**config.mk**
```make
export PLATFORM = sky130hd
export DESIGN_NAME = sorted_deadline_queue
export DESIGN_NICKNAME = d
export VERILOG_FILES = /design/src/sdq_pkg.sv /design/src/sorted_deadline_queue.sv /design/src/sdq_slot_mem.sv /design/src/sdq_seq.sv
export SDC_FILE = /design/constraint.sdc
export NUM_CORES = 2
export LEC_CHECK = 0
export BUFFER_PORTS_ARGS = -buffer_cell sky130_fd_sc_hd__buf_2
export CAP_MARGIN = 5
export CORE_UTILIZATION = 55
export CTS_CLUSTER_SIZE = 12
export DETAILED_ROUTE_END_ITERATION = 8
export PLACE_DENSITY = 0.78
export SETUP_SLACK_MARGIN = 0.02
export SKIP_CTS_REPAIR_TIMING = 1
export SYNTH_ARGS = -nofsm -noshare
export SYNTH_HDL_FRONTEND = slang
export SYNTH_HIERARCHICAL = 1
export SYNTH_SLANG_ARGS = --single-unit
```
**constraint.sdc**
```tcl
create_clock -name clock -period 10.65 [get_ports clock]
set_clock_uncertainty 0.05 [all_clocks]
set_input_delay 1.065 -clock clock [delete_from_list [all_inputs] [get_ports clock]]
set_output_delay 1.065 -clock clock [all_outputs]
set_load 0.05 [all_outputs]
```
**src/sdq_pkg.sv**
```systemverilog
package sdq_pkg;

   // default configuration of the queue
   localparam int QUEUE_DEPTH_DEF = 16;
   localparam int ID_SPACE_DEF    = 256;
   localparam int TIME_WIDTH_DEF  = 64;

   // fixed port widths
   localparam int OP_W        = 2;
   localparam int ID_W        = 8;
   localparam int TIME_PORT_W = 64;
   localparam int COUNT_W     = 5;
   localparam int KIND_W      = 2;

   // request operation codes
   typedef enum logic [OP_W-1:0] {
      OP_INSERT = 2'd0,
      OP_REMOVE = 2'd1,
      OP_EXPIRE = 2'd2
   } op_type;

   // response kinds
   typedef enum logic [KIND_W-1:0] {
      KIND_DONE    = 2'd0,
      KIND_EXPIRED = 2'd1,
      KIND_NONE    = 2'd2,
      KIND_FULL    = 2'd3
   } kind_type;

   // response record handed from the sequencer to the output register
   typedef struct packed {
      kind_type             kind;
      logic [ID_W-1:0]      expired_id;
      logic [COUNT_W-1:0]   count;
      logic                 last;
   } rsp_info_type;

endpackage

```
**src/sorted_deadline_queue.sv**
```systemverilog
// Sorted deadline queue: keeps up to QUEUE_DEPTH entry ids ordered by wake
// time, earliest first, equal times in arrival order.
// Request channel (req_valid / req_stall): operation insert, remove or
// expire, with entry_id, wake_time (insert) and now_time (expire). Insert
// re-links an id that is already queued; a zero wake time is ignored.
// Response channel (rsp_valid / rsp_stall): one response per insert, remove
// or unknown operation; expire gives one response per popped id with last
// on the final one, or a single "nothing due" response.
// Timing: one request at a time. Insert and remove walk the slot memory one
// slot per cycle through a single compare unit. Expire pops one id per cycle
// while the response channel is not stalled, and then compacts the rest;
// with nothing due it stops at the head.
// The slot memory port (one read, one write per cycle) sets this pace.
// Reset empties the queue and clears all queued marks at once; no sweep.
// A stalled response holds in the output register; the sequencer waits on
// it, and requests are taken again once the current one has fully answered.
module sorted_deadline_queue #(
   parameter int QUEUE_DEPTH = sdq_pkg::QUEUE_DEPTH_DEF,
   parameter int ID_SPACE    = sdq_pkg::ID_SPACE_DEF,
   parameter int TIME_WIDTH  = sdq_pkg::TIME_WIDTH_DEF
) (
   input  logic                             clock,
   input  logic                             reset,
   input  logic                             req_valid,
   output logic                             req_stall,
   input  logic [sdq_pkg::OP_W-1:0]         req_operation,
   input  logic [sdq_pkg::ID_W-1:0]         req_entry_id,
   input  logic [sdq_pkg::TIME_PORT_W-1:0]  req_wake_time,
   input  logic [sdq_pkg::TIME_PORT_W-1:0]  req_now_time,
   output logic                             rsp_valid,
   input  logic                             rsp_stall,
   output logic [sdq_pkg::KIND_W-1:0]       rsp_kind,
   output logic [sdq_pkg::ID_W-1:0]         rsp_expired_id,
   output logic [sdq_pkg::TIME_PORT_W-1:0]  rsp_earliest_time,
   output logic [sdq_pkg::COUNT_W-1:0]      rsp_queue_count,
   output logic                             rsp_last
);

   localparam int ADDR_W  = (QUEUE_DEPTH > 1) ? $clog2(QUEUE_DEPTH) : 1;
   localparam int TPORT_W = sdq_pkg::TIME_PORT_W;

   logic                          emit_valid;
   logic                          emit_ready;
   sdq_pkg::rsp_info_type         emit_info;
   logic [TIME_WIDTH-1:0]         emit_time;
   logic                          mem_wr_en;
   logic [ADDR_W-1:0]             mem_wr_addr;
   logic [TIME_WIDTH-1:0]         mem_wr_time;
   logic [sdq_pkg::ID_W-1:0]      mem_wr_id;
   logic                          mem_rd_en;
   logic [ADDR_W-1:0]             mem_rd_addr;
   logic [TIME_WIDTH-1:0]         mem_rd_time;
   logic [sdq_pkg::ID_W-1:0]      mem_rd_id;

   logic                          rsp_valid_ff, rsp_valid_in;
   sdq_pkg::rsp_info_type         rsp_info_ff;
   logic [TPORT_W-1:0]            rsp_time_ff;
   logic                          load;

   sdq_seq #(
      .QUEUE_DEPTH (QUEUE_DEPTH),
      .ID_SPACE    (ID_SPACE),
      .TIME_WIDTH  (TIME_WIDTH)
   ) u_seq (
      .clock         (clock),
      .reset         (reset),
      .req_valid     (req_valid),
      .req_stall     (req_stall),
      .req_operation (req_operation),
      .req_entry_id  (req_entry_id),
      .req_wake_time (req_wake_time),
      .req_now_time  (req_now_time),
      .emit_valid    (emit_valid),
      .emit_ready    (emit_ready),
      .emit_info     (emit_info),
      .emit_time     (emit_time),
      .mem_wr_en     (mem_wr_en),
      .mem_wr_addr   (mem_wr_addr),
      .mem_wr_time   (mem_wr_time),
      .mem_wr_id     (mem_wr_id),
      .mem_rd_en     (mem_rd_en),
      .mem_rd_addr   (mem_rd_addr),
      .mem_rd_time   (mem_rd_time),
      .mem_rd_id     (mem_rd_id)
   );

   sdq_slot_mem #(
      .QUEUE_DEPTH (QUEUE_DEPTH),
      .TIME_WIDTH  (TIME_WIDTH)
   ) u_slot_mem (
      .clock   (clock),
      .wr_en   (mem_wr_en),
      .wr_addr (mem_wr_addr),
      .wr_time (mem_wr_time),
      .wr_id   (mem_wr_id),
      .rd_en   (mem_rd_en),
      .rd_addr (mem_rd_addr),
      .rd_time (mem_rd_time),
      .rd_id   (mem_rd_id)
   );

   // output register
   assign emit_ready   = !rsp_valid_ff || !rsp_stall;
   assign load         = emit_valid && emit_ready;
   assign rsp_valid_in = load || (rsp_valid_ff && rsp_stall);

   always_ff @(posedge clock) begin
      if (reset) begin
         rsp_valid_ff <= 1'b0;
      end else begin
         rsp_valid_ff <= rsp_valid_in;
      end
   end

   always_ff @(posedge clock) begin
      if (load) begin
         rsp_info_ff <= emit_info;
         rsp_time_ff <= TPORT_W'(emit_time);
      end
   end

   assign rsp_valid         = rsp_valid_ff;
   assign rsp_kind          = rsp_info_ff.kind;
   assign rsp_expired_id    = rsp_info_ff.expired_id;
   assign rsp_earliest_time = rsp_time_ff;
   assign rsp_queue_count   = rsp_info_ff.count;
   assign rsp_last          = rsp_info_ff.last;

`ifndef SYNTH
   // single responses always close their request
   a_single_last: assert property (@(posedge clock) disable iff (reset)
      (rsp_valid_ff && (rsp_info_ff.kind != sdq_pkg::KIND_EXPIRED)) |-> rsp_info_ff.last)
      else $error("non-expire response without last");

   // reported count never exceeds the store
   a_count_range: assert property (@(posedge clock) disable iff (reset)
      rsp_valid_ff |-> (int'(rsp_info_ff.count) <= QUEUE_DEPTH))
      else $error("queue count above depth");

   // an accepted request always occupies the sequencer in the next cycle
   a_busy_after_accept: assert property (@(posedge clock) disable iff (reset)
      (req_valid && !req_stall) |=> req_stall)
      else $error("request taken without going busy");
`endif

endmodule

```
**src/sdq_slot_mem.sv**
```systemverilog
module sdq_slot_mem #(
   parameter int QUEUE_DEPTH  = sdq_pkg::QUEUE_DEPTH_DEF,
   parameter int TIME_WIDTH   = sdq_pkg::TIME_WIDTH_DEF,
   localparam int ADDR_W      = (QUEUE_DEPTH > 1) ? $clog2(QUEUE_DEPTH) : 1
) (
   input  logic                          clock,
   input  logic                          wr_en,
   input  logic [ADDR_W-1:0]             wr_addr,
   input  logic [TIME_WIDTH-1:0]         wr_time,
   input  logic [sdq_pkg::ID_W-1:0]      wr_id,
   input  logic                          rd_en,
   input  logic [ADDR_W-1:0]             rd_addr,
   output logic [TIME_WIDTH-1:0]         rd_time,
   output logic [sdq_pkg::ID_W-1:0]      rd_id
);

   logic [TIME_WIDTH-1:0]     time_mem [QUEUE_DEPTH];
   logic [sdq_pkg::ID_W-1:0]  id_mem [QUEUE_DEPTH];
   logic [TIME_WIDTH-1:0]     rd_time_ff;
   logic [sdq_pkg::ID_W-1:0]  rd_id_ff;

   // write port
   always_ff @(posedge clock) begin
      if (wr_en) begin
         time_mem[wr_addr] <= wr_time;
         id_mem[wr_addr]   <= wr_id;
      end
   end

   // registered read port, holds its data while not enabled
   always_ff @(posedge clock) begin
      if (rd_en) begin
         rd_time_ff <= time_mem[rd_addr];
         rd_id_ff   <= id_mem[rd_addr];
      end
   end

   assign rd_time = rd_time_ff;
   assign rd_id   = rd_id_ff;

endmodule

```
**src/sdq_seq.sv**
```systemverilog
module sdq_seq #(
   parameter int QUEUE_DEPTH  = sdq_pkg::QUEUE_DEPTH_DEF,
   parameter int ID_SPACE     = sdq_pkg::ID_SPACE_DEF,
   parameter int TIME_WIDTH   = sdq_pkg::TIME_WIDTH_DEF,
   localparam int ADDR_W      = (QUEUE_DEPTH > 1) ? $clog2(QUEUE_DEPTH) : 1
) (
   input  logic                             clock,
   input  logic                             reset,
   // request side
   input  logic                             req_valid,
   output logic                             req_stall,
   input  logic [sdq_pkg::OP_W-1:0]         req_operation,
   input  logic [sdq_pkg::ID_W-1:0]         req_entry_id,
   input  logic [sdq_pkg::TIME_PORT_W-1:0]  req_wake_time,
   input  logic [sdq_pkg::TIME_PORT_W-1:0]  req_now_time,
   // response hand-off
   output logic                             emit_valid,
   input  logic                             emit_ready,
   output sdq_pkg::rsp_info_type            emit_info,
   output logic [TIME_WIDTH-1:0]            emit_time,
   // slot memory
   output logic                             mem_wr_en,
   output logic [ADDR_W-1:0]                mem_wr_addr,
   output logic [TIME_WIDTH-1:0]            mem_wr_time,
   output logic [sdq_pkg::ID_W-1:0]         mem_wr_id,
   output logic                             mem_rd_en,
   output logic [ADDR_W-1:0]                mem_rd_addr,
   input  logic [TIME_WIDTH-1:0]            mem_rd_time,
   input  logic [sdq_pkg::ID_W-1:0]         mem_rd_id
);

   localparam int CNT_W    = $clog2(QUEUE_DEPTH + 1);
   localparam int ID_SLOTS = (ID_SPACE < 256) ? ID_SPACE : 256;
   localparam int QID_W    = $clog2(ID_SLOTS);
   localparam int COUNT_W  = sdq_pkg::COUNT_W;
   localparam int ID_W     = sdq_pkg::ID_W;

   typedef enum logic [2:0] {
      S_IDLE = 3'b001,
      S_SCAN = 3'b010,
      S_RESP = 3'b100
   } state_type;

   state_type                state_ff, state_in;
   logic                     ins_ff, ins_in;
   logic                     rem_ff, rem_in;
   logic                     exp_ff, exp_in;
   logic [ID_W-1:0]          key_id_ff, key_id_in;
   logic [TIME_WIDTH-1:0]    key_time_ff, key_time_in;
   logic [ADDR_W-1:0]        idx_ff, idx_in;
   logic                     dvalid_ff, dvalid_in;
   logic [CNT_W-1:0]         w_ff, w_in;
   logic [CNT_W-1:0]         fill_ff, fill_in;
   logic [TIME_WIDTH-1:0]    head_ff, head_in;
   logic                     carry_valid_ff, carry_valid_in;
   logic [TIME_WIDTH-1:0]    carry_time_ff, carry_time_in;
   logic [ID_W-1:0]          carry_id_ff, carry_id_in;
   logic                     inserted_ff, inserted_in;
   logic                     pend_valid_ff, pend_valid_in;
   logic [ID_W-1:0]          pend_id_ff, pend_id_in;
   logic                     popped_ff, popped_in;
   sdq_pkg::kind_type        kind_ff, kind_in;
   logic [ID_SLOTS-1:0]      queued_ff, queued_in;

   logic                     gt;
   logic                     drop;
   logic                     need_emit;
   logic                     abort;
   logic                     id_ok;
   logic [QID_W-1:0]         req_qidx;
   logic [TIME_WIDTH-1:0]    wake_tw;
   logic [CNT_W-1:0]         next_cnt;
   logic [CNT_W-1:0]         left_cnt;

   // shared compare unit: stored time against the request key
   assign gt        = mem_rd_time > key_time_ff;
   assign drop      = (rem_ff && (mem_rd_id == key_id_ff)) || (exp_ff && !gt);
   assign need_emit = exp_ff && pend_valid_ff;
   assign abort     = exp_ff && !drop && !pend_valid_ff && !popped_ff;

   assign id_ok     = int'(req_entry_id) < ID_SPACE;
   assign req_qidx  = req_entry_id[QID_W-1:0];
   assign wake_tw   = req_wake_time[TIME_WIDTH-1:0];
   assign next_cnt  = CNT_W'(idx_ff) + CNT_W'(1);
   assign left_cnt  = fill_ff - CNT_W'(idx_ff);

   assign req_stall = (state_ff != S_IDLE);

   // sequencer
   always_comb begin
      state_in       = state_ff;
      ins_in         = ins_ff;
      rem_in         = rem_ff;
      exp_in         = exp_ff;
      key_id_in      = key_id_ff;
      key_time_in    = key_time_ff;
      idx_in         = idx_ff;
      dvalid_in      = dvalid_ff;
      w_in           = w_ff;
      fill_in        = fill_ff;
      carry_valid_in = carry_valid_ff;
      carry_time_in  = carry_time_ff;
      carry_id_in    = carry_id_ff;
      inserted_in    = inserted_ff;
      pend_valid_in  = pend_valid_ff;
      pend_id_in     = pend_id_ff;
      popped_in      = popped_ff;
      kind_in        = kind_ff;
      queued_in      = queued_ff;

      emit_valid           = 1'b0;
      emit_info.kind       = sdq_pkg::KIND_DONE;
      emit_info.expired_id = '0;
      emit_info.count      = '0;
      emit_info.last       = 1'b1;
      emit_time            = '0;

      mem_wr_en   = 1'b0;
      mem_wr_addr = w_ff[ADDR_W-1:0];
      mem_wr_time = mem_rd_time;
      mem_wr_id   = mem_rd_id;
      mem_rd_en   = 1'b0;
      mem_rd_addr = '0;

      unique case (state_ff)
         S_IDLE: begin
            if (req_valid) begin
               key_id_in      = req_entry_id;
               key_time_in    = wake_tw;
               ins_in         = 1'b0;
               rem_in         = 1'b0;
               exp_in         = 1'b0;
               idx_in         = '0;
               dvalid_in      = 1'b0;
               w_in           = '0;
               carry_valid_in = 1'b0;
               inserted_in    = 1'b0;
               pend_valid_in  = 1'b0;
               popped_in      = 1'b0;
               kind_in        = sdq_pkg::KIND_DONE;
               state_in       = S_RESP;
               // decode the request
               unique case (req_operation)
                  sdq_pkg::OP_INSERT: begin
                     if (id_ok && (wake_tw != '0)) begin
                        if ((fill_ff == CNT_W'(QUEUE_DEPTH)) && !queued_ff[req_qidx]) begin
                           kind_in = sdq_pkg::KIND_FULL;
                        end else begin
                           ins_in              = 1'b1;
                           rem_in              = queued_ff[req_qidx];
                           queued_in[req_qidx] = 1'b1;
                           state_in            = S_SCAN;
                        end
                     end
                  end
                  sdq_pkg::OP_REMOVE: begin
                     if (id_ok && queued_ff[req_qidx]) begin
                        rem_in              = 1'b1;
                        queued_in[req_qidx] = 1'b0;
                        state_in            = S_SCAN;
                     end
                  end
                  sdq_pkg::OP_EXPIRE: begin
                     exp_in      = 1'b1;
                     key_time_in = req_now_time[TIME_WIDTH-1:0];
                     state_in    = S_SCAN;
                  end
                  default: begin
                     state_in = S_RESP;
                  end
               endcase
               // first slot read when a pass starts
               if ((state_in == S_SCAN) && (fill_ff != '0)) begin
                  mem_rd_en = 1'b1;
                  dvalid_in = 1'b1;
               end
            end
         end

         S_SCAN: begin
            if (dvalid_ff) begin
               if (!need_emit || emit_ready) begin
                  if (abort) begin
                     // nothing due at the head
                     dvalid_in = 1'b0;
                     kind_in   = sdq_pkg::KIND_NONE;
                     state_in  = S_RESP;
                  end else begin
                     // fetch the following slot
                     if (next_cnt < fill_ff) begin
                        mem_rd_en   = 1'b1;
                        mem_rd_addr = next_cnt[ADDR_W-1:0];
                        idx_in      = next_cnt[ADDR_W-1:0];
                     end else begin
                        dvalid_in = 1'b0;
                     end
                     // pending pop goes out with the new head
                     if (need_emit) begin
                        emit_valid           = 1'b1;
                        emit_info.kind       = sdq_pkg::KIND_EXPIRED;
                        emit_info.expired_id = pend_id_ff;
                        emit_info.count      = COUNT_W'(left_cnt);
                        emit_info.last       = !drop;
                        emit_time            = mem_rd_time;
                        pend_valid_in        = 1'b0;
                     end
                     if (drop) begin
                        if (exp_ff) begin
                           pend_valid_in = 1'b1;
                           pend_id_in    = mem_rd_id;
                           popped_in     = 1'b1;
                           if (int'(mem_rd_id) < ID_SLOTS) begin
                              queued_in[mem_rd_id[QID_W-1:0]] = 1'b0;
                           end
                        end
                     end else begin
                        // kept slot is written back compacted
                        mem_wr_en = 1'b1;
                        w_in      = w_ff + CNT_W'(1);
                        priority if (ins_ff && !inserted_ff && gt) begin
                           mem_wr_time    = key_time_ff;
                           mem_wr_id      = key_id_ff;
                           inserted_in    = 1'b1;
                           carry_valid_in = 1'b1;
                           carry_time_in  = mem_rd_time;
                           carry_id_in    = mem_rd_id;
                        end else if (carry_valid_ff) begin
                           mem_wr_time   = carry_time_ff;
                           mem_wr_id     = carry_id_ff;
                           carry_time_in = mem_rd_time;
                           carry_id_in   = mem_rd_id;
                        end else begin
                           mem_wr_time = mem_rd_time;
                           mem_wr_id   = mem_rd_id;
                        end
                     end
                  end
               end
            end else if (exp_ff) begin
               // end of an expire pass
               if (!pend_valid_ff || emit_ready) begin
                  if (pend_valid_ff) begin
                     emit_valid           = 1'b1;
                     emit_info.kind       = sdq_pkg::KIND_EXPIRED;
                     emit_info.expired_id = pend_id_ff;
                     emit_info.count      = '0;
                     emit_info.last       = 1'b1;
                     emit_time            = '0;
                     pend_valid_in        = 1'b0;
                  end
                  fill_in = w_ff;
                  if (popped_ff) begin
                     state_in = S_IDLE;
                  end else begin
                     kind_in  = sdq_pkg::KIND_NONE;
                     state_in = S_RESP;
                  end
               end
            end else begin
               // end of an insert or remove pass
               fill_in  = w_ff;
               kind_in  = sdq_pkg::KIND_DONE;
               state_in = S_RESP;
               if (ins_ff && !inserted_ff) begin
                  mem_wr_en   = 1'b1;
                  mem_wr_time = key_time_ff;
                  mem_wr_id   = key_id_ff;
                  fill_in     = w_ff + CNT_W'(1);
               end else if (carry_valid_ff) begin
                  mem_wr_en   = 1'b1;
                  mem_wr_time = carry_time_ff;
                  mem_wr_id   = carry_id_ff;
                  fill_in     = w_ff + CNT_W'(1);
               end
            end
         end

         S_RESP: begin
            emit_valid           = 1'b1;
            emit_info.kind       = kind_ff;
            emit_info.expired_id = '0;
            emit_info.count      = COUNT_W'(fill_ff);
            emit_info.last       = 1'b1;
            emit_time            = (fill_ff != '0) ? head_ff : '0;
            if (emit_ready) begin
               state_in = S_IDLE;
            end
         end

         default: begin
            state_in = S_IDLE;
         end
      endcase
   end

   // head time follows every write to the first slot
   assign head_in = (mem_wr_en && (mem_wr_addr == '0)) ? mem_wr_time : head_ff;

   // control state
   always_ff @(posedge clock) begin
      if (reset) begin
         state_ff      <= S_IDLE;
         dvalid_ff     <= 1'b0;
         fill_ff       <= '0;
         queued_ff     <= '0;
         pend_valid_ff <= 1'b0;
      end else begin
         state_ff      <= state_in;
         dvalid_ff     <= dvalid_in;
         fill_ff       <= fill_in;
         queued_ff     <= queued_in;
         pend_valid_ff <= pend_valid_in;
      end
   end

   // working registers of a pass
   always_ff @(posedge clock) begin
      ins_ff         <= ins_in;
      rem_ff         <= rem_in;
      exp_ff         <= exp_in;
      key_id_ff      <= key_id_in;
      key_time_ff    <= key_time_in;
      idx_ff         <= idx_in;
      w_ff           <= w_in;
      head_ff        <= head_in;
      carry_valid_ff <= carry_valid_in;
      carry_time_ff  <= carry_time_in;
      carry_id_ff    <= carry_id_in;
      inserted_ff    <= inserted_in;
      pend_id_ff     <= pend_id_in;
      popped_ff      <= popped_in;
      kind_ff        <= kind_in;
   end

endmodule
```
Yosys cells after proc, flatten, opt, wreduce, memory -nomap -nowiden
Memory sizes are Yosys's and may differ from the RTL's. A register that Yosys moved wholly into a read port is not among the register bits.
Index checks and enable logic that the tools add are counted.

operators by class
  bitwise operators = 8
  order comparisons = 6
  $add $sub $neg = 3
  equality and inequality tests = 31
  reductions and logical operators = 49
  muxes and demuxes = 158

operators by type and width
  cell                                                  count
  2-to-1 mux 256 bit                                    9
  2-to-1 mux 64 bit                                     17
  one-hot mux 256 bit (2 select lines)                  2
  AND 256 bit                                           2
  inverter 256 bit                                      2
  bitwise OR 256 bit                                    1
  one-hot mux 64 bit (2 select lines)                   1
  2-to-1 mux 8 bit                                      11
  2-to-1 mux 16 bit                                     5
  > comparator 64 bit                                   1
  nonzero test 64 bit                                   1
  2-to-1 mux 1 bit                                      53
  2-to-1 mux 5 bit                                      9
  2-to-1 mux 4 bit                                      10
  2-to-1 mux 3 bit                                      13
  AND reduction 6 bit                                   6
  one-hot mux 16 bit (2 select lines)                   1
  2-to-1 mux 15 bit                                     2
  2-to-1 mux 2 bit                                      10
  < comparator 8 x 9 -> 1 bit (second input constant)   2
  one-hot mux 3 bit (3 select lines)                    2
  demux 1 bit (select 8 bit)                            2
  >= comparator 8 x 1 -> 1 bit (second input constant)  2
  logical AND 1 bit                                     15
  34 further kinds                                      76

storage, ports and cells
  input port bits = 142
  output and inout port bits = 82
  logic and storage cells = 282
  memories = 2
  RAM bits = 1152
  flip-flop bits (word level) = 579

memory list
  memory               words  bits a word  rd ports  clocked after memory_dff  write ports  line                source
  u_slot_mem.time_mem  16     64           1         1                         1            sdq_slot_mem.sv:17  logic [TIME_WIDTH-1:0] time_mem [QUEUE_DEPTH];
  u_slot_mem.id_mem    16     8            1         1                         1            sdq_slot_mem.sv:18  logic [sdq_pkg::ID_W-1:0] id_mem [QUEUE_DEPTH];

Logic depth before layout (Yosys ltp)
  depth in word-level cells = 14
  mapped depth = 17
  gate-level depth less buffers = 14

Modules after synthesis
The synthesis kept the hierarchy.

modules (own cells, without submodules)
  module                 cells each  seq. area each (um^2)  times used  area each (um^2)
  sdq_slot_mem           1850        36755.3                1           45272.2
  sdq_seq                3963        12291.8                1           34416.8
  sorted_deadline_queue  85          2422.3                 1           2441.1

Least setup slack after synthesis
Ideal clock, no wire load.

  kind = input port to flip-flop
  start point = in req_valid
  end point = reg u_slot_mem.rd_id_ff, in the netlist u_slot_mem/rd_id[0] (read register of u_slot_mem.id_mem) (enable)
  data arrival time = 8.179 ns
  library setup time = 0.602 ns
  required time = 9.998 ns
  stages = 4
  setup slack = 1.820 ns
  buffers on the path = 0
  cells stage by stage = nand2_1 > inv_1 > o21ai_0 > o21ai_0

between the ends
  cells in the longest elaborated chain, start to end = 2

RTL lines
  what                                line                         source
  start, declared                     sorted_deadline_queue.sv:24  input logic req_valid,
  2-to-1 mux 1 bit                    sdq_seq.sv:127               if (req_valid) begin
  one-hot mux 1 bit (2 select lines)  sdq_seq.sv:125               unique case (state_ff)
  named net mem_rd_en                 sorted_deadline_queue.sv:50  logic mem_rd_en;
  end, declared                       sdq_slot_mem.sv:20           logic [sdq_pkg::ID_W-1:0] rd_id_ff;

The timed path passes the listed nets, and every way through them passes these cells.
A chain may end at the register's enable or synchronous reset.

Worst setup path after layout
  start point = reg u_slot_mem.rd_time_ff[47], in the netlist u_slot_mem/rd_time[47] (read register of u_slot_mem.time_mem)
  end point = reg u_slot_mem.rd_time_ff[28], in the netlist u_slot_mem/rd_time[28] (read register of u_slot_mem.time_mem) (data pin)

between the ends
  cells in the longest elaborated chain, start to end = 12
  elaborated cells on any way between the ends = 16
  those cells by class = order compare: 1; mux: 8; reduce/logical: 7

RTL lines
  what                             line                         source
  start, declared                  sdq_slot_mem.sv:19           logic [TIME_WIDTH-1:0] rd_time_ff;
  > comparator 64 bit              sdq_seq.sv:76                assign gt = mem_rd_time > key_time_ff;
  logical NOT 1 bit                sdq_seq.sv:77                assign drop = (rem_ff && (mem_rd_id == key_id_ff)) || (exp_ff && !gt);
  logical AND 1 bit                sdq_seq.sv:77
  logical OR 1 bit                 sdq_seq.sv:77
  logical NOT 1 bit                sdq_seq.sv:79                assign abort = exp_ff && !drop && !pend_valid_ff && !popped_ff;
  logical AND 1 bit (3 in series)  sdq_seq.sv:79
  2-to-1 mux 4 bit                 sdq_seq.sv:183               if (abort) begin
  2-to-1 mux 4 bit                 sdq_seq.sv:182               if (!need_emit || emit_ready) begin
  2-to-1 mux 4 bit                 sdq_seq.sv:181               if (dvalid_ff) begin
  2-to-1 mux 4 bit                 sdq_seq.sv:125
  named net mem_rd_addr[0]         sorted_deadline_queue.sv:51  logic [ADDR_W-1:0] mem_rd_addr;

The timed path passes the listed nets, and every way through them passes these cells.

==> flow_metrics.tcl <==
set metrics [dict create \
    portBuffers 223 \
    drcViolationCount 0 \
    grt_pass1_wl_mm 375 \
    crit_path_end_kind "flop" \
    slew_viol_final 17 \
    cts-root-buf "clkbuf_16" \
    start_util_pct 55.5 \
    via_per_inst 7.33 \
    route.detailed.wl_per_inst_um 32.3 \
    dieHeight_um 388 \
    cts_buffers 183 \
    setup_viol 0 \
    path_buf_inv 2 \
    ctsLongestPathBuffers 3 \
    fin_util_pct 61.4 \
    ant_nets 0 \
    h-tree-depth 4 \
    min_path_type "input pin to flop" \
    clock_sinks 1803 \
    synth_area_sq_um 82100 \
    synth-seq-cells 1803 \
    drive_above_1_share_pct 22.8 \
    yosysSeqAreaShare_pct 62.7 \
    dp_cells 7687 \
    clock_latency_ns 0.85 \
    nets 6181 \
    worstMarginPinSlew_ns 1.57 \
    syn_inst 5898 \
    min_period_ns 7.06 \
    grt_pass1_vias 56900 \
    power.density_nw_per_um2 161 \
    drtIter0Drc 10800 \
    violations "capacitance limit, slew limit" \
    stdcell_count 8005 \
    die_x_um 388 \
    clock.fmax_mhz 142 \
    setup_tns_ns 0 \
    syn_avg_cell_area_sq_um 13.9 \
    total_power_mw 14.6 \
    die_area_sq_um 151000 \
    cts_tree "built" \
    syn2layout_area_growth_pct 10.6 \
    arrival_ns 7.60 \
    synth_edf_count 1536 \
    antenna_found_initial 10 \
    synth.distinct_cells 73 \
    totalWireLength_mm 259 \
    nFillCells 10400 \
    core.rowCount 141 \
    synth_area_leader_cell "edfxtp_1" \
    relSlewSlack_pct -4.72 \
    final_area_sq_um 90900 \
    status "complete, but fails checks" \
    grt_max_degree 219 \
    path_clk_slew_ns 0.06 \
    synthTopCellsByArea "edfxtp_1, mux4_2, dfxtp_1" \
    maxCapViolations 2 \
    crit_path_max_incr_delay_ns 0.79 \
    synth_nets 6117 \
    core-area_sq_um 148000 \
    critical_path_required_ns 11.19 \
    vias 58700 \
    placed_cell_area_sq_um 85200 \
    track_usage_pct 33.5 \
    cpMaxStageDelayCell "buf_4" \
    firstDrtPassIters 9 \
    synth_top_area_share_pct 56.2 \
    cpLargestDelayFamily "simple AND/OR/NAND/NOR gates" \
    rsz0062_at_grt "no" \
    crit_fanout 43 \
    grt-ovfl-total 0 \
    yosys_warnings 6 \
    regArea_sq_um 51500 \
    crit_chain "ha_1 -> nand4_1 -> nor4_1 -> and4_1 -> nand4_1 -> o21a_1 -> a311oi_1 -> nand2b_1 -> nor2_4 -> buf_4 -> buf_4 -> mux4_2 -> a22oi_1 -> nand2_1" \
    start_kind "flop" \
    timing.final.crit_share_pct 66.3 \
    routabilityCongestion 0.923 \
    p_leak_nw 29.3 \
    multi_input_comb_area_sq_um 28200 \
    ir_drop_mv 0.192 \
    dp_hpwl_mm 140 \
    hold_viol_final 0 \
    yosys_most_used_dff "edfxtp_1" \
    io_pins 224 \
    synth-async-reset-ratio_pct 0 \
    crit_type "flop to flop" \
]
==> cells in the mapped netlist (all sizes together) (3+ instances only) <==
master     n
clkbuf   383
or3        3
xor2      10
ha        76
mux4     350
and3       3
mux2      68
a21o      14
nor4      38
a22oi    153
nand4     23
nand3b     4
edfxtp  1536
dfxtp    267
nor3      54
nor2b     13
a21oi    795
nand3     19
a211oi   264
o221ai    74
o221a    256
inv      162
nor2      93
nand2b    17
a41o       4
o21a       3
o21ai    239
buf      151
a311oi     3
a31oi      4
mux2i    166
o211ai     5
nand2    584
o31ai      3
xnor2      7
and2      18
==> cell families after synthesis <==
group | after synthesis | synth area share [%]
XOR/XNOR | 17 | 0.181
flip-flops | 1803 | 62.7
AO/OA/AOI/OAI | 1842 | 15.0
adder cells (fa/ha/maj) | 77 | 1.18
AND/OR/NAND/NOR | 878 | 4.54
multiplexers | 584 | 12.6
buffers and inverters | 697 | 3.83
==> cells in the final DEF, fill, tap and decap left out, types with 68 or more instances in the layout <==
cell type	n
nand2_1	583
buf_2	222
a22oi_1	153
ha_1	76
o221ai_1	70
buf_4	182
inv_1	160
a21oi_1	794
mux4_2	350
o221a_2	218
o21ai_0	235
a211oi_1	264
mux2_2	68
clkbuf_16	185
mux2i_1	166
dfxtp_1	267
edfxtp_1	1536
==> area by class of cell <==
class	count	share of cell area, %
Timing Repair Buffer	413	2.91
Multi-Input combinational cell	3398	31.1
Clock inverter	46	0.598
Inverter	163	0.690
Antenna cell	5	0.0138
Tap cell	1930	2.66
Sequential cell	1803	56.6
Clock buffer	247	5.40
==> metrics by stage <==
stage               setup WS, ns  hold WS (ns)
floorplan                   1.82         0.393
global placement            3.36         0.408
detailed placement          3.52         0.419
CTS                         3.38         0.385
global route                3.06         0.406
finish                      3.59         0.425
==> final timing paths <==
check / startpoint / to / slack, ns / depth (start not counted)
worst max-delay path: u_slot_mem/rd_time[47]$_DFFE_PP_ / u_slot_mem/rd_time[28]$_DFFE_PP_ / 3.59 / 14
worst min-delay path: rsp_stall / rsp_valid$_SDFF_PP0_ / 0.42 / 3
worst max register to register: u_slot_mem/rd_time[47]$_DFFE_PP_ / u_slot_mem/rd_time[28]$_DFFE_PP_ / 3.59 / 14
worst min register to register: u_slot_mem/rd_time[0]$_DFFE_PP_ / u_seq/carry_time_ff[0]$_DFFE_PP_ / 0.45 / 0
==> metal layers <==
metal,share of wire (%),track usage (%),vias to the layer above
li1,-,-,23500
met1,35,44.3,28700
met2,45,50.2,5392
met3,15,10.7,1021
met4,5.3,16.3,6
met5,0.016,0,-
==> worst register-to-register path, cell delays in order, from the launching register on <==
cell and delay, ns:
edfxtp_1 0.45, ha_1 0.46, nand4_1 0.37, nor4_1 0.77, and4_1 0.41, nand4_1 0.15, o21a_1 0.29, a311oi_1 0.47
nand2b_1 0.36, nor2_4 0.72, buf_4 0.80, buf_4 0.57, mux4_2 0.59, a22oi_1 0.26, nand2_1 0.09
==> power by group <==
| group | switching (mW) | total [mW] | internal, mW | leakage (nW) |
|---|---|---|---|---|
| logic | 0.647 | 0.873 | 0.225 | 10.6 |
| clock network | 2.73 | 6.05 | 3.31 | 2.63 |
| registers | 0.0590 | 7.72 | 7.66 | 16.1 |
(Power assumes the default switching activity.)
